File: src/tra_pkg.sv
`timescale 1ns / 1ps
package tra_pkg;

  // Field widths
  localparam int unsigned OP_W    = 8;
  localparam int unsigned IDX_W   = 4;
  localparam int unsigned DATA_W  = 8;
  localparam int unsigned MAG_W   = 7;
  localparam int unsigned NIB_W   = 4;
  localparam int unsigned PROD_W  = 16;
  localparam int unsigned MPROD_W = 14;
  localparam int unsigned LPROD_W = 8;

  // Stream widths
  localparam int unsigned IN_TDATA_W  = 16;
  localparam int unsigned OUT_TDATA_W = 24;

  // Shared shift-add / restoring divide unit: one bit per step
  localparam int unsigned STEP_W = 3;
  localparam logic [STEP_W-1:0] STEP_LAST = 3'd7;
  localparam logic [STEP_W-1:0] STEP_MAG_END = 3'd7;
  localparam logic [STEP_W-1:0] STEP_NIB_END = 3'd4;

  // Opcodes
  localparam logic [OP_W-1:0] OPC_ADD  = 8'h0C;
  localparam logic [OP_W-1:0] OPC_SUB  = 8'h0D;
  localparam logic [OP_W-1:0] OPC_MUL  = 8'h0E;
  localparam logic [OP_W-1:0] OPC_DIV  = 8'h0F;
  localparam logic [OP_W-1:0] OPC_COPY = 8'h2C;
  localparam logic [OP_W-1:0] OPC_LDI  = 8'h3C;
  localparam logic [OP_W-1:0] OPC_FREE = 8'h4C;

  // Queue
  localparam int unsigned QDEPTH = 2;
  localparam int unsigned QPTR_W = 1;
  localparam int unsigned QCNT_W = 2;

  typedef enum logic [2:0] {
    K_NOP, K_ADD, K_SUB, K_MUL, K_DIV, K_COPY, K_LDI, K_FREE
  } op_kind_e;

  typedef enum logic [1:0] {
    BS_IDLE, BS_READ, BS_ITER, BS_DONE
  } back_state_e;

  // Classified instruction handed from front to back
  typedef struct packed {
    op_kind_e          kind;
    logic [IDX_W-1:0]  dest;
    logic [IDX_W-1:0]  src;
    logic              dest_ok;
    logic              src_ok;
  } item_t;

  // Result, write_enable in the lowest bit
  typedef struct packed {
    logic              div_by_zero;
    logic              half_flag;
    logic              sign_flag;
    logic              overflow_flag;
    logic              negative_flag;
    logic              zero_flag;
    logic              carry_flag;
    logic [DATA_W-1:0] written_value;
    logic [IDX_W-1:0]  written_reg;
    logic              write_enable;
  } result_t;

  localparam int unsigned OUT_PAD_W = OUT_TDATA_W - $bits(result_t);

endpackage

File: src/tra_ram.sv
`timescale 1ns / 1ps
module tra_ram #(
  parameter int unsigned WIDTH = 8,
  parameter int unsigned DEPTH = 16,
  parameter int unsigned AW    = (DEPTH > 1) ? $clog2(DEPTH) : 1
) (
  input  logic             clk_i,
  input  logic             we_i,
  input  logic [AW-1:0]    waddr_i,
  input  logic [WIDTH-1:0] wdata_i,
  input  logic             re_i,
  input  logic [AW-1:0]    raddr_i,
  output logic [WIDTH-1:0] rdata_o
);

  logic [WIDTH-1:0] mem_q [DEPTH];
  logic [WIDTH-1:0] rdata_q;

  // Write port
  always_ff @(posedge clk_i) begin
    if (we_i) begin
      mem_q[waddr_i] <= wdata_i;
    end
  end

  // Registered read port
  always_ff @(posedge clk_i) begin
    if (re_i) begin
      rdata_q <= mem_q[raddr_i];
    end
  end

  assign rdata_o = rdata_q;

endmodule

File: src/tra_front.sv
`timescale 1ns / 1ps
module tra_front #(
  parameter int unsigned REG_COUNT = 16
) (
  input  logic                             s_axis_tvalid,
  output logic                             s_axis_tready,
  input  logic [tra_pkg::IN_TDATA_W-1:0]   s_axis_tdata,
  input  logic                             q_full_i,
  output logic                             push_o,
  output tra_pkg::item_t                   item_o
);

  localparam logic [tra_pkg::IDX_W:0] RegCnt = REG_COUNT[tra_pkg::IDX_W:0];

  logic [tra_pkg::OP_W-1:0]  action;
  logic [tra_pkg::IDX_W-1:0] dest_reg;
  logic [tra_pkg::IDX_W-1:0] source_field;
  logic                      dest_ok;
  logic                      src_ok;
  logic                      free_ok;

  assign action       = s_axis_tdata[7:0];
  assign dest_reg     = s_axis_tdata[11:8];
  assign source_field = s_axis_tdata[15:12];

  // Accept whenever the queue has room
  assign s_axis_tready = !q_full_i;
  assign push_o        = s_axis_tvalid && !q_full_i;

  // Range checks against the populated register count
  assign dest_ok = {1'b0, dest_reg} < RegCnt;
  assign src_ok  = {1'b0, source_field} < RegCnt;
  assign free_ok = (dest_reg == '0) && src_ok;

  // Classify the opcode; a free is turned into a plain write of zero to its index
  always_comb begin
    item_o.kind    = tra_pkg::K_NOP;
    item_o.dest    = dest_reg;
    item_o.src     = source_field;
    item_o.dest_ok = dest_ok;
    item_o.src_ok  = src_ok;
    case (action)
      tra_pkg::OPC_ADD:  item_o.kind = tra_pkg::K_ADD;
      tra_pkg::OPC_SUB:  item_o.kind = tra_pkg::K_SUB;
      tra_pkg::OPC_MUL:  item_o.kind = tra_pkg::K_MUL;
      tra_pkg::OPC_DIV:  item_o.kind = tra_pkg::K_DIV;
      tra_pkg::OPC_COPY: item_o.kind = tra_pkg::K_COPY;
      tra_pkg::OPC_LDI:  item_o.kind = tra_pkg::K_LDI;
      tra_pkg::OPC_FREE: begin
        item_o.kind    = free_ok ? tra_pkg::K_FREE : tra_pkg::K_NOP;
        item_o.dest    = source_field;
        item_o.dest_ok = free_ok;
      end
      default: item_o.kind = tra_pkg::K_NOP;
    endcase
  end

endmodule

File: src/tra_queue.sv
`timescale 1ns / 1ps
module tra_queue (
  input  logic           clk_i,
  input  logic           rst_ni,
  input  logic           push_i,
  input  tra_pkg::item_t item_i,
  input  logic           pop_i,
  output logic           full_o,
  output logic           valid_o,
  output tra_pkg::item_t item_o
);

  tra_pkg::item_t                entries_q [tra_pkg::QDEPTH];
  logic [tra_pkg::QPTR_W-1:0]    wr_ptr_q, wr_ptr_d;
  logic [tra_pkg::QPTR_W-1:0]    rd_ptr_q, rd_ptr_d;
  logic [tra_pkg::QCNT_W-1:0]    count_q, count_d;

  assign full_o  = count_q == tra_pkg::QCNT_W'(tra_pkg::QDEPTH);
  assign valid_o = count_q != '0;
  assign item_o  = entries_q[rd_ptr_q];

  // Advance pointers and occupancy
  always_comb begin
    wr_ptr_d = wr_ptr_q + tra_pkg::QPTR_W'(push_i);
    rd_ptr_d = rd_ptr_q + tra_pkg::QPTR_W'(pop_i);
    count_d  = count_q + tra_pkg::QCNT_W'(push_i) - tra_pkg::QCNT_W'(pop_i);
  end

  always_ff @(posedge clk_i or negedge rst_ni) begin
    if (!rst_ni) begin
      wr_ptr_q <= '0;
      rd_ptr_q <= '0;
      count_q  <= '0;
    end else begin
      wr_ptr_q <= wr_ptr_d;
      rd_ptr_q <= rd_ptr_d;
      count_q  <= count_d;
    end
  end

  // Hold queued instructions
  always_ff @(posedge clk_i) begin
    if (push_i) begin
      entries_q[wr_ptr_q] <= item_i;
    end
  end

endmodule

File: src/tra_back.sv
`timescale 1ns / 1ps
module tra_back #(
  parameter int unsigned REG_COUNT = 16
) (
  input  logic                            clk_i,
  input  logic                            rst_ni,
  input  logic                            q_valid_i,
  input  tra_pkg::item_t                  q_item_i,
  output logic                            pop_o,
  output logic                            m_axis_tvalid,
  input  logic                            m_axis_tready,
  output logic [tra_pkg::OUT_TDATA_W-1:0] m_axis_tdata
);

  localparam int unsigned AW = (REG_COUNT > 1) ? $clog2(REG_COUNT) : 1;

  tra_pkg::back_state_e state_q, state_d;

  tra_pkg::item_t                 cur_q;
  logic [tra_pkg::DATA_W-1:0]     a_q, b_q;
  logic [tra_pkg::PROD_W-1:0]     acc_q;
  logic [tra_pkg::MPROD_W-1:0]    accm_q;
  logic [tra_pkg::LPROD_W-1:0]    accl_q;
  logic [tra_pkg::STEP_W-1:0]     step_q;
  logic [REG_COUNT-1:0]           vld_q;
  tra_pkg::result_t               out_q;
  logic                           out_valid_q;

  logic                           capture, iter, load, out_free;
  logic [tra_pkg::DATA_W-1:0]     rdata_a, rdata_b;
  logic [tra_pkg::DATA_W-1:0]     opnd_a, opnd_b;
  tra_pkg::result_t               res;

  logic [tra_pkg::MAG_W-1:0]      ma, mb;
  logic [tra_pkg::NIB_W-1:0]      la, lb;
  logic                           bs, a_ge;
  logic [tra_pkg::DATA_W-1:0]     msum;
  logic [tra_pkg::MAG_W-1:0]      mdiff;
  logic                           dsign;
  logic                           sm_z, sm_n, sm_v;
  logic [tra_pkg::DATA_W:0]       usum;
  logic [tra_pkg::NIB_W:0]        lsum;
  logic                           qz;

  logic [tra_pkg::DATA_W:0]       div_sh;
  logic                           div_ge;
  logic [tra_pkg::DATA_W-1:0]     div_rem;

  // Register file: two copies, one read at rd and one at rs
  tra_ram #(.WIDTH(tra_pkg::DATA_W), .DEPTH(REG_COUNT), .AW(AW)) u_ram_a (
    .clk_i   (clk_i),
    .we_i    (load && res.write_enable),
    .waddr_i (res.written_reg[AW-1:0]),
    .wdata_i (res.written_value),
    .re_i    (pop_o),
    .raddr_i (q_item_i.dest[AW-1:0]),
    .rdata_o (rdata_a)
  );

  tra_ram #(.WIDTH(tra_pkg::DATA_W), .DEPTH(REG_COUNT), .AW(AW)) u_ram_b (
    .clk_i   (clk_i),
    .we_i    (load && res.write_enable),
    .waddr_i (res.written_reg[AW-1:0]),
    .wdata_i (res.written_value),
    .re_i    (pop_o),
    .raddr_i (q_item_i.src[AW-1:0]),
    .rdata_o (rdata_b)
  );

  // Never-written or out-of-range registers read as zero
  assign opnd_a = (cur_q.dest_ok && vld_q[cur_q.dest[AW-1:0]]) ? rdata_a : '0;
  assign opnd_b = (cur_q.src_ok && vld_q[cur_q.src[AW-1:0]]) ? rdata_b : '0;

  assign out_free = !out_valid_q || m_axis_tready;

  // Next state
  always_comb begin
    state_d = state_q;
    case (state_q)
      tra_pkg::BS_IDLE: if (q_valid_i) state_d = tra_pkg::BS_READ;
      tra_pkg::BS_READ: begin
        if (cur_q.kind == tra_pkg::K_MUL || cur_q.kind == tra_pkg::K_DIV) begin
          state_d = tra_pkg::BS_ITER;
        end else begin
          state_d = tra_pkg::BS_DONE;
        end
      end
      tra_pkg::BS_ITER: if (step_q == tra_pkg::STEP_LAST) state_d = tra_pkg::BS_DONE;
      tra_pkg::BS_DONE: if (out_free) state_d = tra_pkg::BS_IDLE;
      default: state_d = tra_pkg::BS_IDLE;
    endcase
  end

  // Sequencer outputs
  always_comb begin
    pop_o   = 1'b0;
    capture = 1'b0;
    iter    = 1'b0;
    load    = 1'b0;
    case (state_q)
      tra_pkg::BS_IDLE: pop_o   = q_valid_i;
      tra_pkg::BS_READ: capture = 1'b1;
      tra_pkg::BS_ITER: iter    = 1'b1;
      tra_pkg::BS_DONE: load    = out_free;
      default: pop_o = 1'b0;
    endcase
  end

  // Restoring divide step on {remainder, quotient}
  assign div_sh  = {acc_q[15:8], acc_q[7]};
  assign div_ge  = div_sh >= {1'b0, b_q};
  assign div_rem = tra_pkg::DATA_W'(div_sh - {1'b0, b_q});

  // Sign-magnitude add and subtract flags
  assign ma    = a_q[6:0];
  assign mb    = b_q[6:0];
  assign la    = a_q[3:0];
  assign lb    = b_q[3:0];
  assign bs    = b_q[7] ^ (cur_q.kind == tra_pkg::K_SUB);
  assign msum  = {1'b0, ma} + {1'b0, mb};
  assign a_ge  = ma >= mb;
  assign mdiff = a_ge ? (ma - mb) : (mb - ma);
  assign dsign = a_ge ? a_q[7] : bs;
  assign sm_z  = (a_q[7] == bs) ? (msum == '0) : (mdiff == '0);
  assign sm_n  = (a_q[7] == bs) ? (a_q[7] && msum != '0) : (dsign && mdiff != '0);
  assign sm_v  = (a_q[7] == bs) && msum[7];
  assign usum  = {1'b0, a_q} + {1'b0, b_q};
  assign lsum  = {1'b0, la} + {1'b0, lb};
  // Sign-magnitude quotient is zero for a zero magnitude divisor or ma < mb
  assign qz    = (mb == '0) || !a_ge;

  // Form the result from operands and the iteration registers
  always_comb begin
    res = '0;
    case (cur_q.kind)
      tra_pkg::K_ADD: begin
        res.write_enable  = cur_q.dest_ok;
        res.written_value = usum[7:0];
        res.carry_flag    = usum[8];
        res.half_flag     = lsum[4];
        res.zero_flag     = sm_z;
        res.negative_flag = sm_n;
        res.overflow_flag = sm_v;
      end
      tra_pkg::K_SUB: begin
        res.write_enable  = cur_q.dest_ok;
        res.written_value = a_q - b_q;
        res.zero_flag     = sm_z;
        res.negative_flag = sm_n;
        res.overflow_flag = sm_v;
      end
      tra_pkg::K_MUL: begin
        res.write_enable  = cur_q.dest_ok;
        res.written_value = acc_q[7:0];
        res.carry_flag    = |acc_q[15:8];
        res.half_flag     = |accl_q[7:4];
        res.zero_flag     = accm_q == '0;
        res.negative_flag = (a_q[7] ^ b_q[7]) && (accm_q != '0);
        res.overflow_flag = |accm_q[13:7];
      end
      tra_pkg::K_DIV: begin
        if (b_q == '0) begin
          res.div_by_zero = 1'b1;
        end else begin
          res.write_enable  = cur_q.dest_ok;
          res.written_value = acc_q[7:0];
          res.zero_flag     = qz;
          res.negative_flag = (a_q[7] ^ b_q[7]) && !qz;
        end
      end
      tra_pkg::K_COPY: begin
        res.write_enable  = cur_q.dest_ok;
        res.written_value = b_q;
      end
      tra_pkg::K_LDI: begin
        res.write_enable  = cur_q.dest_ok;
        res.written_value = tra_pkg::DATA_W'(cur_q.src);
      end
      tra_pkg::K_FREE: begin
        res.write_enable  = cur_q.dest_ok;
      end
      default: res = '0;
    endcase
    res.sign_flag = res.negative_flag ^ res.overflow_flag;
    if (res.write_enable) begin
      res.written_reg = cur_q.dest;
    end else begin
      res.written_value = '0;
    end
  end

  // Control state
  always_ff @(posedge clk_i or negedge rst_ni) begin
    if (!rst_ni) begin
      state_q     <= tra_pkg::BS_IDLE;
      out_valid_q <= 1'b0;
      vld_q       <= '0;
      step_q      <= '0;
    end else begin
      state_q <= state_d;
      if (load) begin
        out_valid_q <= 1'b1;
      end else if (m_axis_tready) begin
        out_valid_q <= 1'b0;
      end
      if (load && res.write_enable) begin
        vld_q[res.written_reg[AW-1:0]] <= 1'b1;
      end
      if (capture) begin
        step_q <= '0;
      end else if (iter) begin
        step_q <= step_q + 1'b1;
      end
    end
  end

  // Datapath: operand capture, one multiply or divide bit per cycle, output hold
  always_ff @(posedge clk_i) begin
    if (pop_o) begin
      cur_q <= q_item_i;
    end
    if (capture) begin
      a_q    <= opnd_a;
      b_q    <= opnd_b;
      acc_q  <= (cur_q.kind == tra_pkg::K_DIV) ? tra_pkg::PROD_W'(opnd_a) : '0;
      accm_q <= '0;
      accl_q <= '0;
    end else if (iter) begin
      if (cur_q.kind == tra_pkg::K_DIV) begin
        acc_q <= div_ge ? {div_rem, acc_q[6:0], 1'b1} : {div_sh[7:0], acc_q[6:0], 1'b0};
      end else if (b_q[step_q]) begin
        acc_q <= acc_q + (tra_pkg::PROD_W'(a_q) << step_q);
        if (step_q < tra_pkg::STEP_MAG_END) begin
          accm_q <= accm_q + (tra_pkg::MPROD_W'(ma) << step_q);
        end
        if (step_q < tra_pkg::STEP_NIB_END) begin
          accl_q <= accl_q + (tra_pkg::LPROD_W'(la) << step_q);
        end
      end
    end
    if (load) begin
      out_q <= res;
    end
  end

  assign m_axis_tvalid = out_valid_q;
  assign m_axis_tdata  = {{tra_pkg::OUT_PAD_W{1'b0}}, out_q};

endmodule

File: src/tiny_register_alu_core.sv
`timescale 1ns / 1ps
// Executes one instruction per transaction on REG_COUNT 8-bit registers, all zero
// after reset. A front end decodes each transaction into a two-entry queue; the
// back end reads both operands from the register file, runs the instruction and
// holds the result in an output register, so input can keep arriving while a
// result waits. Add, subtract, copy, load-immediate, free and unknown opcodes pass
// the back end's idle, read and done states; multiply and divide also iterate in
// the shared unit, which handles one multiplier or quotient bit per cycle.
// Exactly one result transaction follows every input transaction, in order.
module tiny_register_alu_core #(
  parameter int unsigned REG_COUNT = 16
) (
  input  logic        clk_i,
  input  logic        rst_ni,
  input  logic        s_axis_tvalid,
  output logic        s_axis_tready,
  // action[7:0], dest_reg[11:8], source_field[15:12]
  input  logic [15:0] s_axis_tdata,
  output logic        m_axis_tvalid,
  input  logic        m_axis_tready,
  // write_enable[0], written_reg[4:1], written_value[12:5], carry_flag[13],
  // zero_flag[14], negative_flag[15], overflow_flag[16], sign_flag[17],
  // half_flag[18], div_by_zero[19], zero[23:20]
  output logic [23:0] m_axis_tdata
);

  logic           push, pop, q_full, q_valid;
  tra_pkg::item_t push_item, head_item;

  tra_front #(.REG_COUNT(REG_COUNT)) u_front (
    .s_axis_tvalid (s_axis_tvalid),
    .s_axis_tready (s_axis_tready),
    .s_axis_tdata  (s_axis_tdata),
    .q_full_i      (q_full),
    .push_o        (push),
    .item_o        (push_item)
  );

  tra_queue u_queue (
    .clk_i   (clk_i),
    .rst_ni  (rst_ni),
    .push_i  (push),
    .item_i  (push_item),
    .pop_i   (pop),
    .full_o  (q_full),
    .valid_o (q_valid),
    .item_o  (head_item)
  );

  tra_back #(.REG_COUNT(REG_COUNT)) u_back (
    .clk_i         (clk_i),
    .rst_ni        (rst_ni),
    .q_valid_i     (q_valid),
    .q_item_i      (head_item),
    .pop_o         (pop),
    .m_axis_tvalid (m_axis_tvalid),
    .m_axis_tready (m_axis_tready),
    .m_axis_tdata  (m_axis_tdata)
  );

endmodule

File: config.mk
export PLATFORM = sky130hd
export DESIGN_NAME = tiny_register_alu_core
export DESIGN_NICKNAME = d
export VERILOG_FILES = /design/src/tra_pkg.sv /design/src/tra_ram.sv /design/src/tra_front.sv /design/src/tra_queue.sv /design/src/tra_back.sv /design/src/tiny_register_alu_core.sv
export SDC_FILE = /design/constraint.sdc
export NUM_CORES = 1
export LEC_CHECK = 0
export BUFFER_PORTS_ARGS = -buffer_cell sky130_fd_sc_hd__buf_2
export CAP_MARGIN = 10
export CELL_PAD_IN_SITES_DETAIL_PLACEMENT = 0
export CELL_PAD_IN_SITES_GLOBAL_PLACEMENT = 1
export CORE_MARGIN = 2
export CORE_UTILIZATION = 45
export CTS_BUF_LIST = sky130_fd_sc_hd__clkbuf_2 sky130_fd_sc_hd__clkbuf_4 sky130_fd_sc_hd__clkbuf_8
export DETAILED_ROUTE_END_ITERATION = 8
export GPL_ROUTABILITY_DRIVEN = 0
export PLACE_DENSITY = 0.81
export SETUP_SLACK_MARGIN = 0.5
export SLEW_MARGIN = 20
export SYNTH_ARGS = -nofsm -noshare
export SYNTH_HDL_FRONTEND = slang
export SYNTH_SLANG_ARGS = --single-unit
File: constraint.sdc
create_clock -name clk_i -period 4.78 [get_ports clk_i]
set_clock_uncertainty 0.05 [all_clocks]
set_input_delay 0.239 -clock clk_i [delete_from_list [all_inputs] [get_ports clk_i]]
set_output_delay 0.239 -clock clk_i [all_outputs]
set_load 0.005 [all_outputs]
## Yosys cells after proc, flatten, opt, wreduce, memory -nomap -nowiden

Memories as Yosys holds them, arrays and structs flattened. A register that Yosys moved wholly into a read port is not among the register bits.
Index checks and enable logic that the tools add are counted.
Widths: inputs -> output; s select.

| storage, ports and cells | value |
|---|---|
| register bits | 113 |
| bits in writable memories | 280 |
| output and inout bits | 26 |
| memories kept | 3 |

Memories:

| name | depth | bits a word | read ports | clocked after Yosys merged registers in | wr ports | RTL line | RTL |
|---|---|---|---|---|---|---|---|
| u_back.u_ram_a.mem_q | 16 | 8 | 1 | 1 | 1 | tra_ram.sv:16 | `logic [WIDTH-1:0] mem_q [DEPTH];` |
| u_back.u_ram_b.mem_q | 16 | 8 | 1 | 1 | 1 | tra_ram.sv:16 |  |
| u_queue.entries_q | 2 | 12 | 1 | 0 | 1 | tra_queue.sv:13 | `tra_pkg::item_t entries_q [tra_pkg::QDEPTH];` |

| operators by class | value |
|---|---|
| $add $sub $neg | 15 |
| magnitude comparators | 9 |
| equality and inequality tests | 23 |
| shift-type cells | 3 |
| multiplexer cells | 52 |
| bitwise gates (word level) | 5 |
| reductions and logical operators | 40 |

Operator list:

| operator | number |
|---|---|
| $mux 16 | 5 |
| $pmux 8 s6 | 1 |
| $eq 8x4->1 const B | 4 |
| $mux 8 | 4 |
| $mux 1 | 21 |
| $pmux 3 s7 | 1 |
| $add 16x16->16 | 1 |
| $eq 8x6->1 const B | 2 |
| $logic_not 8->1 | 2 |
| $or 16x16->16 | 1 |
| $shl 8x3->16 | 1 |
| $sub 8x8->8 | 2 |
| $eq 3x3->1 const B | 5 |
| $lt 4x5->1 const B | 3 |
| $add 14x14->14 | 1 |
| $logic_not 14->1 | 1 |
| $logic_not 7->1 | 2 |
| $reduce_bool 14->1 | 1 |
| $shl 7x3->14 | 1 |
| $sub 7x7->7 | 2 |
| $logic_and 1x1->1 | 10 |
| $add 8x8->9 | 1 |
| $ge 9x8->1 | 1 |
| $mux 3 | 3 |
| 46 further kinds | 71 |

## Depth between registers and ports, before layout

Gate-level depths: netlist (run 1).

| logic depth | value |
|---|---|
| word-level depth | 9 |
| depth in mapped cells | 15 |
| mapped depth without buffers | 14 |

## Modules after synthesis

From an unflattened synthesis (run 1), not the netlist that was laid out.

| second synthesis, totals | value |
|---|---|
| cell total of the unflattened synthesis | 1481 |
| area, all modules | 20343.3 sq um |

By module, submodules not included:

| module | instances | cells an instance | area each (sq um) | seq. area each (sq um) |
|---|---|---|---|---|
| tra_ram | 2 | 229 | 5227.5 | 4083.9 |
| tra_back | 1 | 938 | 8503.2 | 2942.8 |
| tra_queue | 1 | 56 | 1148.6 | 880.8 |
| tra_front | 1 | 29 | 236.5 | 0.0 |

## Least setup slack after synthesis (run 1)

OpenSTA, ideal clock, no wires.

| timing path | value |
|---|---|
| kind | register to register |
| start | register u_back.step_q[0] (netlist bit) |
| end | register u_back.acc_q[15] (netlist bit) (data pin) |
| library setup time | 0.259 ns |
| data arrival time | 3.036 ns |
| data required time | 4.471 ns |
| slack | 1.435 ns |
| cell stages (with the launch flop) | 13 |
| path buffers | 1 |
| period minus slack after synthesis | 3.345 ns |
| cells stage by stage | dfrtp_1 clkbuf_1 mux2i_1 or3_1 inv_1 ha_1 a21oi_1 o22ai_1 o41ai_2 inv_1 a221oi_1 o41ai_1 a211o_1 |

| between the ends | value |
|---|---|
| longest elaborated chain between the ends | 6 |

RTL lines:

| what | RTL line | RTL |
|---|---|---|
| start, declared | tra_back.sv:24 | `logic [tra_pkg::STEP_W-1:0] step_q;` |
| start signal, assigned | tra_back.sv:212 | `step_q <= step_q + 1'b1;` |
| $shl 8x3->16 | tra_back.sv:232 | `acc_q <= acc_q + (tra_pkg::PROD_W'(a_q) << step_q);` |
| $add 16x16->16 | tra_back.sv:232 |  |
| $mux 16 | tra_back.sv:231 | `end else if (b_q[step_q]) begin` |
| $mux 16 | tra_back.sv:229 | `if (cur_q.kind == tra_pkg::K_DIV) begin` |
| $mux 16 | tra_back.sv:228 | `end else if (iter) begin` |
| $mux 16 | tra_back.sv:222 | `if (capture) begin` |
| end signal, assigned | tra_back.sv:225 | `acc_q <= (cur_q.kind == tra_pkg::K_DIV) ? tra_pkg::PROD_W'(opnd_a) : '0;` |
| end signal, assigned | tra_back.sv:230 | `acc_q <= div_ge ? {div_rem, acc_q[6:0], 1'b1} : {div_sh[7:0], acc_q[6:0], 1'b0};` |
| end signal, assigned | tra_back.sv:232 |  |
| end, declared | tra_back.sv:21 | `logic [tra_pkg::PROD_W-1:0] acc_q;` |

Every way passes these cells. The select of a mux whose other input is x is not followed.
A chain may end at the register's enable or synchronous reset.

## Final worst setup path (run 1)

Same ends and word-level chain as after synthesis.

==> summary.json, run 1 <==
{
  "synthesis": {
    "async_reset_ff_share_pct": 9.29,
    "synth.cell_area_um2": 16200,
    "synth_top_cells_by_area": "edfxtp_1 (43%), nand2_1 (8.1%), ha_1 (5.7%), dfrtp_1 (4.0%), dfxtp_1 (2.7%)",
    "synth_top_area_cell": "edfxtp_1",
    "yosys.area.top_type_share_pct": 43.1,
    "yosysMostFrequentCell": "nand2_1",
    "syn_area_per_cell_um2": 9.86,
    "yosysSeqAreaShare_pct": 49.8,
    "ys.warnings.count": 0,
    "ys.flop_type": "edfxtp_1",
    "synth_common_cells": "nand2_1 (350), edfxtp_1 (232), nor2_1 (90), a21oi_1 (85), ha_1 (74)",
    "syn-instance-count": 1640,
    "synth-seq-cells": 280,
    "post_synth_num_cell_types": 71,
    "edff_count_synth": 232
  },
  "clock_tree": {
    "clock_insertion_delay_worst_skew_ns": 0.62,
    "clk_pin_slew_worst_paths_ns": 0.06,
    "clockRootBuffer": "clkbuf_8",
    "cts_tree": "done",
    "clock_sinks": 280,
    "cts-resized-gates": 0,
    "setup_bufs_post_cts": 0,
    "cts.path.max_buffers": 3,
    "tritoncts.num_buffers": 49,
    "cts_htree_levels": 2
  },
  "finish": {
    "register_area_um2": 8060,
    "fillers": 3140,
    "layout-drive-gt1-share_pct": 12.7,
    "layout-area-overhead-vs-synth_pct": 11.4,
    "finish.net_count": 1793,
    "diodes": 0,
    "multiInputGateArea_um2": 7530,
    "final_util_pct": 50.8,
    "finalNonFillerCells": 2188
  },
  "timing": {
    "fin_tns_setup_ns": 0,
    "setup-violations-final": 0,
    "fmax_mhz": 258,
    "final_min_period_over_clock_period_pct": 81.2,
    "rsz0062_at_grt": "no",
    "period_minus_slack_ns": 3.88,
    "finalHoldWorstSlack_ns": 0.0177,
    "report.final.hold_viol_count": 0,
    "finalMaxSlewViolations": 0,
    "max_slew.worst_pin.slew_ns": 1.13,
    "max_slew_margin_pct": 24.3
  },
  "power": {
    "combinationalPowerShare_pct": 53.0,
    "power.switching_mw": 6.28,
    "p_seq_share_pct": 30.9,
    "power_switching_share_pct": 44.8,
    "power.ir.vdd_worst_mv": 0.407,
    "power_frac_clock_pct": 16.0,
    "power_density_over_cell_area_nw_per_um2": 777,
    "power.leakage_nw": 7.13,
    "internal-power_mw": 7.73
  },
  "route": {
    "first_pass_iters": 5,
    "dr_total_vias": 12900,
    "drt-initial-drc-count": 1160,
    "detail_route.wirelength_um": 45200,
    "routed_wire_length_per_instance_um": 20.7,
    "antenna_left": 0,
    "route.detailed.vias_per_inst": 5.90,
    "post-route-drc-count": 0
  },
  "grt": {
    "grt_pass1_vias": 12400,
    "grt_use_met2_pct": 39.6,
    "gr-max-usage-layer": "met2",
    "grt_first_pass_wirelength_um": 70200,
    "grt_util_met1_pct": 31.9,
    "grt.met3_usage_pct": 3.73,
    "grt_max_degree": 65,
    "antenna_violations_before_repair": 0,
    "grt_overflow": 0,
    "global_route.usage.total_pct": 23.8
  },
  "floorplan": {
    "initial_core_util_pct": 45.6,
    "die-area_um2": 37500,
    "core_region_area_um2": 35500,
    "die_height_um": 194,
    "io_pins": 46,
    "die_width_um": 194,
    "num_rows": 69
  },
  "job": {
    "maximum_capacitance_violations": 0
  },
  "outcome": {
    "outcome": "complete, no violations"
  },
  "worst_hold_path": {
    "hold_path_class": "in2reg"
  },
  "place": {
    "numPlacedInstances": 2090,
    "post_dp_hpwl_um": 30400,
    "portBuffers": 41
  },
  "setup_path": {
    "path_max_fanout": 22,
    "timing.critical_path.required_ns": 5.10,
    "crit_type": "reg2reg",
    "setup.worst_path.start_class": "flop",
    "critical_path.endpoint_type": "flop",
    "critical_path_arrival_ns": 4.20
  }
}
## metrics by stage
stage	power, mW	setup slack, ns	area, um2
2_1_floorplan	9.43	1.44	16200
3_3_place_gp	11.5	1.06	16900
3_5_place_dp	11.6	0.933	16900
4_1_cts	13.9	0.930	18000
5_1_grt	15.0	0.656	18000
6_report	14.0	0.897	18000
## layout make-up
cell class                      count  share of cell area (%)
Clock buffer                       72                    4.70
Timing Repair Buffer               90                    3.36
Multi-Input combinational cell   1199                    41.8
Tap cell                          461                    3.20
Clock inverter                     13                   0.757
Sequential cell                   280                    44.7
Inverter                           73                    1.52
## critical path, cell delays in order, from the launching register on
cell      delay, ns
dfrtp_1        0.80
inv_1          0.31
nand2_1        0.14
a21oi_1        0.07
a21oi_1        0.28
o22ai_1        0.16
ha_1           0.33
nand3_1        0.09
o22ai_1        0.10
o41ai_2        0.22
buf_4          0.19
inv_1          0.05
a221oi_1       0.45
o41ai_1        0.12
a211o_1        0.28
## per-layer routing
| metal | share of wire [%] | wire [um] | up-vias |
|---|---|---|---|
| met3 | 6.6 | 2980 | 99 |
| met1 | 43 | 19300 | 6221 |
| met4 | 2.5 | 1130 | 0 |
| met2 | 48 | 21800 | 507 |
| met5 | 0 | 0 | - |
| li1 | - | - | 6075 |
## path summary, 6_finish.rpt
check	startpoint	depth (start not counted)	end	slack [ns]
max reg2reg	u_back.step_q[0]	14	u_back.acc_q[15]	0.90
max in group asynchronous	rst_ni	2	u_back.step_q[2]	4.09
min reg2reg	u_back.accl_q[0]	2	u_back.accl_q[0]	0.42
max	u_back.step_q[0]	14	u_back.acc_q[15]	0.90
min	s_axis_tdata[4]	2	u_queue.entries_q[1][9]	0.02
min in group asynchronous	rst_ni	2	u_queue.count_q[1]	0.15
## state kept, by name, summed over array words and instances, names as in the netlist
name	flops
u_back.u_ram_b.mem_q	128
u_queue.entries_q	24
u_back.m_axis_tdata	20
u_back.acc_q	16
u_back.vld_q	16
u_back.accm_q	14
u_back.cur_q	12
u_back.a_q	8
u_back.accl_q	8
u_back.b_q	8
u_back.u_ram_a.rdata_o	8
u_back.u_ram_b.rdata_o	8
u_back.step_q	3
u_back.state_q	2
u_queue.count_q	2
u_back.m_axis_tvalid	1
u_queue.rd_ptr_q	1
u_queue.wr_ptr_q	1
## cells by family after synthesis
logic type	count (synthesis)	synth area share, %
and+or+nand+nor	689	19.4
DFF	280	49.8
adders and majority gates	80	6.47
other	1	0.0232
xor gates and xnor gates	36	1.95
AOI/OAI and AO/OA	340	13.9
muxes	50	4.23
buffers and inverters	164	4.22
## power by group through the flow
stage               combinational [mW]  clock [mW]  sequential [mW]
finish                            7.43        2.25             4.33
detailed placement                7.27           0             4.36
CTS                               7.32        2.29             4.32
floorplan                         5.41           0             4.02
global route                      8.15        2.41             4.40
global placement                  7.18           0             4.35
## timing repair
item | in CTS | in global routing
hold endpoints to repair | 46 | 0
hold buffers | 13 | 0
setup endpoints to repair | 0 | 0
## layout by cell type, fill, tap and decap left out, types with 7 or more instances in the layout
cell type / n
nor3_1: 23
nor2_1: 89
inv_1: 70
dfrtp_1: 26
a311oi_1: 33
clkbuf_4: 23
a21o_1: 7
nand2_1: 350
dlygate4sd3_1: 13
mux4_2: 8
or3_1: 8
mux2i_1: 17
or2_2: 20
buf_2: 41
dfxtp_1: 22
and2_1: 17
buf_4: 36
edfxtp_1: 232
o21a_1: 12
nor4_1: 7
a31oi_1: 37
xor2_1: 17
nand4_1: 9
o21ai_0: 57
clkbuf_8: 49
nand3_1: 56
xnor2_1: 19
mux2_2: 15
a211oi_1: 30
nor2b_1: 15
o22ai_1: 16
nand2b_1: 19
and3_1: 58
a21oi_1: 84
ha_1: 73
No activity file was read; power rests on OpenSTA's default activity.
==> run 2: changes to the inputs <==
- clock period: 4.78 -> 3.7 ns (I/O delays scaled with it)
==> run 2 against run 1 <==
Global-route usage is 0.30 points higher. Final cell count rose by 2.8%. Via count up 3.0%. Critical path depth down 1. Fmax increased by 23%. Worst setup slack lost 0.36 ns. Design area up 4.2%. Combinational power up 44%. Register-to-register slack got worse by 0.36 ns.
==> summary.json, run 2 (synthesis results as in run 1) <==
{
  "outcome": {
    "outcome": "complete, no violations"
  },
  "setup_path": {
    "critical_path.endpoint_type": "flop",
    "timing.critical_path.from": "u_back.step_q[0]",
    "worst_r2r_startpoint": "u_back.step_q[0]",
    "critical_path_arrival": {"value": 3.41, "unit": "ns", "change": "-0.79 ns"},
    "crit_type": "reg2reg",
    "timing.critical_path.required": {"value": 3.94, "unit": "ns", "change": "-1.16 ns"},
    "setup.worst_path.start_class": "flop",
    "path_max_fanout": {"value": 6, "change": "-73%"}
  },
  "clock_tree": {
    "cts_tree": "done",
    "tritoncts.num_buffers": {"value": 48, "change": "-2.0%"},
    "clk_pin_slew_worst_paths": {"value": 0.07, "unit": "ns", "change": "about the same"},
    "clock_insertion_delay_worst_skew": {"value": 0.61, "unit": "ns", "change": "about the same"},
    "cts_htree_levels": {"value": 2, "change": "unchanged"},
    "clockRootBuffer": "clkbuf_8",
    "clock_sinks": {"value": 280, "change": "unchanged"},
    "cts.path.max_buffers": {"value": 3, "change": "unchanged"}
  },
  "finish": {
    "largest_register_ff_count": {"value": 128, "change": "unchanged"},
    "most_frequent_standard_cell_in_the_layout_excluding_fill_and_tap_cells": "nand2_1",
    "layout-area-overhead-vs-synth_pct": 16.1,
    "finalNonFillerCells": {"value": 2249, "change": "+2.8%"},
    "most-common-layout-cells": "nand2_1 (349), edfxtp_1 (232), nor2_1 (87)",
    "diodes": {"value": 0, "change": "unchanged"},
    "largest-register": "u_back.u_ram_b.mem_q",
    "finish.net_count": {"value": 1851, "change": "+3.2%"},
    "layout-drive-gt1-share": {"value": 17.5, "unit": "%", "change": "+4.8 points"},
    "fillers": {"value": 3121, "change": "-0.61%"}
  },
  "timing": {
    "setup-violations-final": {"value": 0, "change": "unchanged"},
    "finalMaxSlewViolations": {"value": 0, "change": "unchanged"},
    "max_slew.worst_pin.slew": {"value": 0.885, "unit": "ns", "change": "-0.247 ns"},
    "fin_tns_setup": {"value": 0, "unit": "ns", "change": "unchanged"},
    "max_slew_margin": {"value": 40.9, "unit": "%", "change": "+17 points"},
    "final_min_period_over_clock_period": {"value": 85.6, "unit": "%", "change": "+4.4 points"},
    "fmax": {"value": 316, "unit": "MHz", "change": "+23%"},
    "report.final.hold_viol_count": {"value": 0, "change": "unchanged"},
    "rsz0062_at_grt": "yes",
    "period_minus_slack": {"value": 3.17, "unit": "ns", "change": "-0.716 ns"}
  },
  "route": {
    "routed_wire_length_per_instance": {"value": 20.5, "unit": "um", "change": "-0.53%"},
    "dr_total_vias": {"value": 13300, "change": "+3.0%"},
    "antenna_left": {"value": 0, "change": "unchanged"},
    "detail_route.wirelength": {"value": 46200, "unit": "um", "change": "+2.2%"},
    "post-route-drc-count": {"value": 0, "change": "unchanged"},
    "first_pass_iters": {"value": 6, "change": "+1"},
    "route.detailed.vias_per_inst": {"value": 5.91, "change": "+0.24%"},
    "drt-initial-drc-count": {"value": 1528, "change": "+32%"}
  },
  "floorplan": {
    "die_width": {"value": 194, "unit": "um", "change": "unchanged"},
    "initial_core_util": {"value": 45.6, "unit": "%", "change": "unchanged"},
    "die_height": {"value": 194, "unit": "um", "change": "unchanged"},
    "io_pins": {"value": 46, "change": "unchanged"},
    "die-area": {"value": 37500, "unit": "um2", "change": "unchanged"},
    "core_region_area": {"value": 35500, "unit": "um2", "change": "unchanged"},
    "num_rows": {"value": 69, "change": "unchanged"}
  },
  "place": {
    "numPlacedInstances": {"value": 2122, "change": "+1.5%"},
    "portBuffers": {"value": 41, "change": "unchanged"},
    "post_dp_hpwl": {"value": 31400, "unit": "um", "change": "+3.1%"}
  },
  "grt": {
    "grt.met3_usage": {"value": 3.68, "unit": "%", "change": "-0.052 points"},
    "grt_first_pass_wirelength": {"value": 71200, "unit": "um", "change": "+1.4%"},
    "grt_use_met2": {"value": 39.9, "unit": "%", "change": "+0.36 points"},
    "grt_max_degree": {"value": 65, "change": "unchanged"},
    "gr-max-usage-layer": "met2",
    "grt_overflow": {"value": 0, "change": "unchanged"},
    "global_route.usage.total": {"value": 24.1, "unit": "%", "change": "+0.30 points"},
    "grt_util_met1": {"value": 31.4, "unit": "%", "change": "-0.43 points"},
    "antenna_violations_before_repair": {"value": 0, "change": "unchanged"},
    "grt_pass1_vias": {"value": 12800, "change": "+2.9%"}
  },
  "job": {
    "maximum_capacitance_violations": {"value": 0, "change": "unchanged"}
  },
  "power": {
    "power.leakage": {"value": 7.51, "unit": "nW", "change": "+5.3%"},
    "power.ir.vdd_worst": {"value": 0.565, "unit": "mV", "change": "+39%"},
    "power_density_over_cell_area": {"value": 1020, "unit": "nW/um2", "change": "+31%"}
  },
  "worst_hold_path": {
    "min_from": "s_axis_tdata[7]",
    "hold_path_class": "in2reg"
  }
}
==> run 2: cell count changes in the layout (fill, tap and decap cells not counted), moves of 5 or more <==
cell	previous run	this run
a21oi_1	84	76
a21oi_2	1	8
buf_4	36	85
clkbuf_4	23	18
clkbuf_8	49	55
dlygate4sd3_1	13	18
o21ai_0	57	49
==> run 2: through the flow <==
stage	worst slack (ns)	instance area (um2)	util, %	power [mW]	hold slack, ns
floorplan	0.518	16200	-	12.2	-0.161
global placement	0.295	17200	48.5	15.2	0.183
detailed placement	0.172	17200	48.5	15.3	0.185
CTS	0.500	18500	52.2	18.6	0.0384
global route	0.426	18800	52.9	20.4	0.0819
finish	0.533	18800	52.9	19.2	0.0727
==> run 2: timing repair <==
action | 4_1_cts | 5_1_grt
endpoints found under the setup margin | 11 | 33
endpoints found under the hold margin | 53 | 0
resized for setup | 12 | 39
gates cloned | 0 | 0
hold buffers | 18 | 0
pin swaps | 5 | 16
buffers inserted | 7 | 15
==> run 2: cell type report <==
type                       instances  area (um2)  share of cell area, %
sequential                       280        8060                   42.9
multi-input combinational       1199        7710                   41.1
timing repair buffer             149        1100                   5.87
clock buffer                      72         885                   4.71
tap                              461         577                   3.07
inverter                          73         274                   1.46
clock inverter                    15         169                  0.900
==> run 2: where the power goes <==
group	internal (mW)	leakage (nW)	switching [mW]
logic	4.15	4.30	6.51
clock network	1.75	0.546	1.29
registers	4.77	2.66	0.710
total	10.7	7.51	8.51
==> run 2: worst paths after layout <==
path                                                 to  slack, ns  cells past startpoint
worst max register to register          u_back.acc_q[8]       0.53                     13
worst max-delay path                    u_back.acc_q[8]       0.53                     13
min in group asynchronous              u_queue.wr_ptr_q       0.08                      2
worst min-delay path            u_queue.entries_q[0][8]       0.07                      5
max in group asynchronous              u_back.step_q[0]       3.03                      2
worst min register to register         u_back.accl_q[3]       0.41                      2
==> run 2: routing by layer <==
metal,routed length (um),vias to the layer above
met5,0,-
met4,1620,0
met3,3750,121
met2,22200,648
met1,18600,6332
li1,-,6192
==> run 2: critical path, cell delays in order (launching register included) <==
cell      delay, ns
dfrtp_2        0.47
buf_4          0.17
o21ai_2        0.21
o21ai_1        0.11
nor2_2         0.13
ha_1           0.29
nor2b_1        0.16
o21ai_1        0.21
a21oi_2        0.12
o41a_1         0.37
buf_4          0.17
a21oi_1        0.17
xor2_1         0.17
a211oi_1       0.09
==> run 3: changes to the inputs <==
- CORE_UTILIZATION: 45 -> 52
- PLACE_DENSITY: 0.81 -> 0.9
==> run 3 against run 2 <==
Sequential cell count stayed put. Routed wire length decreased by 2.2%. Largest cell class unchanged. Register-to-register slack lost 0.03 ns. First-iteration DRC count fell by 0.39%. Highest routed layer unchanged.
==> summary.json, run 3 (synthesis results as in run 1) <==
{
  "outcome": {
    "outcome": "complete, no violations"
  },
  "setup_path": {
    "timing.critical_path.required": {"value": 4.01, "unit": "ns", "change": "+0.07 ns"},
    "critical_path.endpoint_type": "flop",
    "critical_path_arrival": {"value": 3.51, "unit": "ns", "change": "+0.10 ns"},
    "worst-r2r-cell-count": {"value": 11, "change": "-2"},
    "worst_r2r_startpoint": "u_back.step_q[0]",
    "setup.worst_path.start_class": "flop",
    "crit_type": "reg2reg",
    "reg2reg_slack": {"value": 0.50, "unit": "ns", "change": "-0.03 ns"},
    "timing.critical_path.from": "u_back.step_q[0]",
    "path_max_fanout": {"value": 6, "change": "unchanged"},
    "r2r-end": "u_back.acc_q[15]"
  },
  "grt": {
    "global_route.usage.total": {"value": 27.1, "unit": "%", "change": "+3.0 points"},
    "antenna_violations_before_repair": {"value": 0, "change": "unchanged"},
    "grt_max_degree": {"value": 65, "change": "unchanged"},
    "grt_first_pass_wirelength": {"value": 69900, "unit": "um", "change": "-1.8%"},
    "grt_pass1_vias": {"value": 12900, "change": "+0.68%"},
    "grt_overflow": {"value": 0, "change": "unchanged"}
  },
  "route": {
    "drt-initial-drc-count": {"value": 1522, "change": "-0.39%"},
    "detail_route.wirelength": {"value": 45200, "unit": "um", "change": "-2.2%"},
    "first_pass_iters": {"value": 8, "change": "+2"},
    "routed_wire_length_per_instance": {"value": 20.7, "unit": "um", "change": "+0.86%"},
    "antenna_left": {"value": 0, "change": "unchanged"},
    "dr_total_vias": {"value": 13400, "change": "+0.45%"},
    "post-route-drc-count": {"value": 0, "change": "unchanged"},
    "route.detailed.vias_per_inst": {"value": 6.13, "change": "+3.6%"}
  },
  "finish": {
    "layout-area-overhead-vs-synth_pct": 15.4,
    "most-common-layout-cells": "nand2_1 (349), edfxtp_1 (232), nor2_1 (87)",
    "finalNonFillerCells": {"value": 2180, "change": "-3.1%"},
    "fillers": {"value": 2420, "change": "-22%"},
    "most_frequent_standard_cell_in_the_layout_excluding_fill_and_tap_cells": "nand2_1",
    "diodes": {"value": 0, "change": "unchanged"},
    "largest_register_ff_count": {"value": 128, "change": "unchanged"},
    "layout-drive-gt1-share": {"value": 16.9, "unit": "%", "change": "-0.63 points"},
    "finish.net_count": {"value": 1844, "change": "-0.38%"},
    "largest-register": "u_back.u_ram_b.mem_q"
  },
  "timing": {
    "period_minus_slack": {"value": 3.20, "unit": "ns", "change": "+0.0337 ns"},
    "finalMaxSlewViolations": {"value": 0, "change": "unchanged"},
    "fmax": {"value": 312, "unit": "MHz", "change": "-1.1%"},
    "final_min_period_over_clock_period": {"value": 86.5, "unit": "%", "change": "+0.91 points"},
    "fin_tns_setup": {"value": 0, "unit": "ns", "change": "unchanged"},
    "setup-violations-final": {"value": 0, "change": "unchanged"},
    "max_slew.worst_pin.slew": {"value": 1.10, "unit": "ns", "change": "+0.213 ns"},
    "report.final.hold_viol_count": {"value": 0, "change": "unchanged"},
    "rsz0062_at_grt": "yes",
    "max_slew_margin": {"value": 26.5, "unit": "%", "change": "-14 points"}
  },
  "clock_tree": {
    "clock_sinks": {"value": 280, "change": "unchanged"},
    "clk_pin_slew_worst_paths": {"value": 0.06, "unit": "ns", "change": "about the same"},
    "clock_insertion_delay_worst_skew": {"value": 0.62, "unit": "ns", "change": "about the same"},
    "cts.path.max_buffers": {"value": 3, "change": "unchanged"},
    "clockRootBuffer": "clkbuf_8",
    "cts_htree_levels": {"value": 2, "change": "unchanged"},
    "cts_tree": "done",
    "tritoncts.num_buffers": {"value": 48, "change": "unchanged"}
  },
  "floorplan": {
    "die_height": {"value": 180, "unit": "um", "change": "-6.8%"},
    "die_width": {"value": 180, "unit": "um", "change": "-6.8%"},
    "initial_core_util": {"value": 52.9, "unit": "%", "change": "+7.3 points"},
    "core_region_area": {"value": 30600, "unit": "um2", "change": "-14%"},
    "io_pins": {"value": 46, "change": "unchanged"},
    "die-area": {"value": 32500, "unit": "um2", "change": "-13%"},
    "num_rows": {"value": 64, "change": "-7.2%"}
  },
  "place": {
    "post_dp_hpwl": {"value": 30600, "unit": "um", "change": "-2.5%"},
    "portBuffers": {"value": 41, "change": "unchanged"},
    "numPlacedInstances": {"value": 2059, "change": "-3.0%"}
  },
  "worst_hold_path": {
    "worst_hold_path.endpoint": "u_queue.entries_q[0][10]",
    "hold_path_class": "in2reg",
    "min_from": "s_axis_tdata[5]",
    "hold_depth": {"value": 3, "change": "-2"}
  },
  "power": {
    "power_density_over_cell_area": {"value": 1030, "unit": "nW/um2", "change": "+1.1%"},
    "power.leakage": {"value": 7.48, "unit": "nW", "change": "-0.33%"},
    "power.ir.vdd_worst": {"value": 0.758, "unit": "mV", "change": "+34%"}
  },
  "job": {
    "maximum_capacitance_violations": {"value": 0, "change": "unchanged"}
  }
}
## run 3: cell count changes in the layout (fill, tap and decap cells not counted), sizes merged
| cell | before | now |
|---|---|---|
| dlygate4sd3 | 18 | 16 |
| bufinv | 3 | 8 |
| buf | 130 | 125 |
| inv | 74 | 73 |
| clkinvlp | 3 | 1 |
| clkinv | 8 | 24 |
| clkbuf | 73 | 58 |
## run 3: worst max path at each step
| stage | end | slack, ns | cells after the start |
|---|---|---|---|
| 2_1_floorplan | u_back.acc_q[15] | 0.52 | 12 |
| 3_3_place_gp | u_back.acc_q[15] | 0.29 | 10 |
| 3_5_place_dp | u_back.acc_q[15] | 0.21 | 13 |
| 4_1_cts | u_back.acc_q[15] | 0.48 | 15 |
| 5_1_grt | u_back.acc_q[10] | 0.41 | 11 |
| 6_report | u_back.acc_q[15] | 0.50 | 11 |
## run 3: critical path, cell delays in order, from the launching register on
cell and delay [ns]:
dfrtp_2 0.46, mux2i_2 0.18, or3_4 0.43, inv_2 0.09
ha_1 0.23, a21oi_2 0.19, o22ai_2 0.13, o41ai_4 0.37
inv_2 0.10, a221oi_4 0.34, o41ai_1 0.11, a211o_1 0.27
## run 3: where the power goes
part | internal (mW) | switching, mW
logic | 4.10 | 6.45
registers | 4.77 | 0.699
clock network | 1.91 | 1.36
total | 10.8 | 8.50
## run 3: per-stage QoR
stage               hold slack, ns  total power, mW  cell area (um2)  worst slack (ns)  util, %
floorplan                   -0.161             12.2            16200             0.518        -
global placement             0.192             15.1            17100             0.286     56.0
detailed placement           0.194             15.3            17100             0.214     56.0
CTS                       0.000780             18.7            18500             0.485     60.3
global route                0.0699             20.4            18700             0.408     61.0
finish                      0.0666             19.3            18700             0.499     61.0
## run 3: area by class of cell
| class | instances | area (um2) | area share, % |
|---|---|---|---|
| multi-input combinational | 1199 | 7690 | 41.2 |
| tap | 396 | 495 | 2.65 |
| clock buffer | 57 | 741 | 3.97 |
| inverter | 73 | 274 | 1.47 |
| timing repair buffer | 142 | 1030 | 5.52 |
| sequential | 280 | 8060 | 43.2 |
| clock inverter | 33 | 377 | 2.02 |
## run 3: what timing repair did
item,in CTS,in global routing
hold buffers,16,0
cloned,0,0
setup buffers,3,12
gates resized for setup,14,32
endpoints found under the hold margin,52,0
setup endpoints to repair,12,49
pin swaps,4,11
## run 3: layer usage
metal  track usage, %  share of wire, %
met1             35.5                39
met2             45.5                49
met3             3.88               8.7
met4             10.6               3.2
met5                0                 0
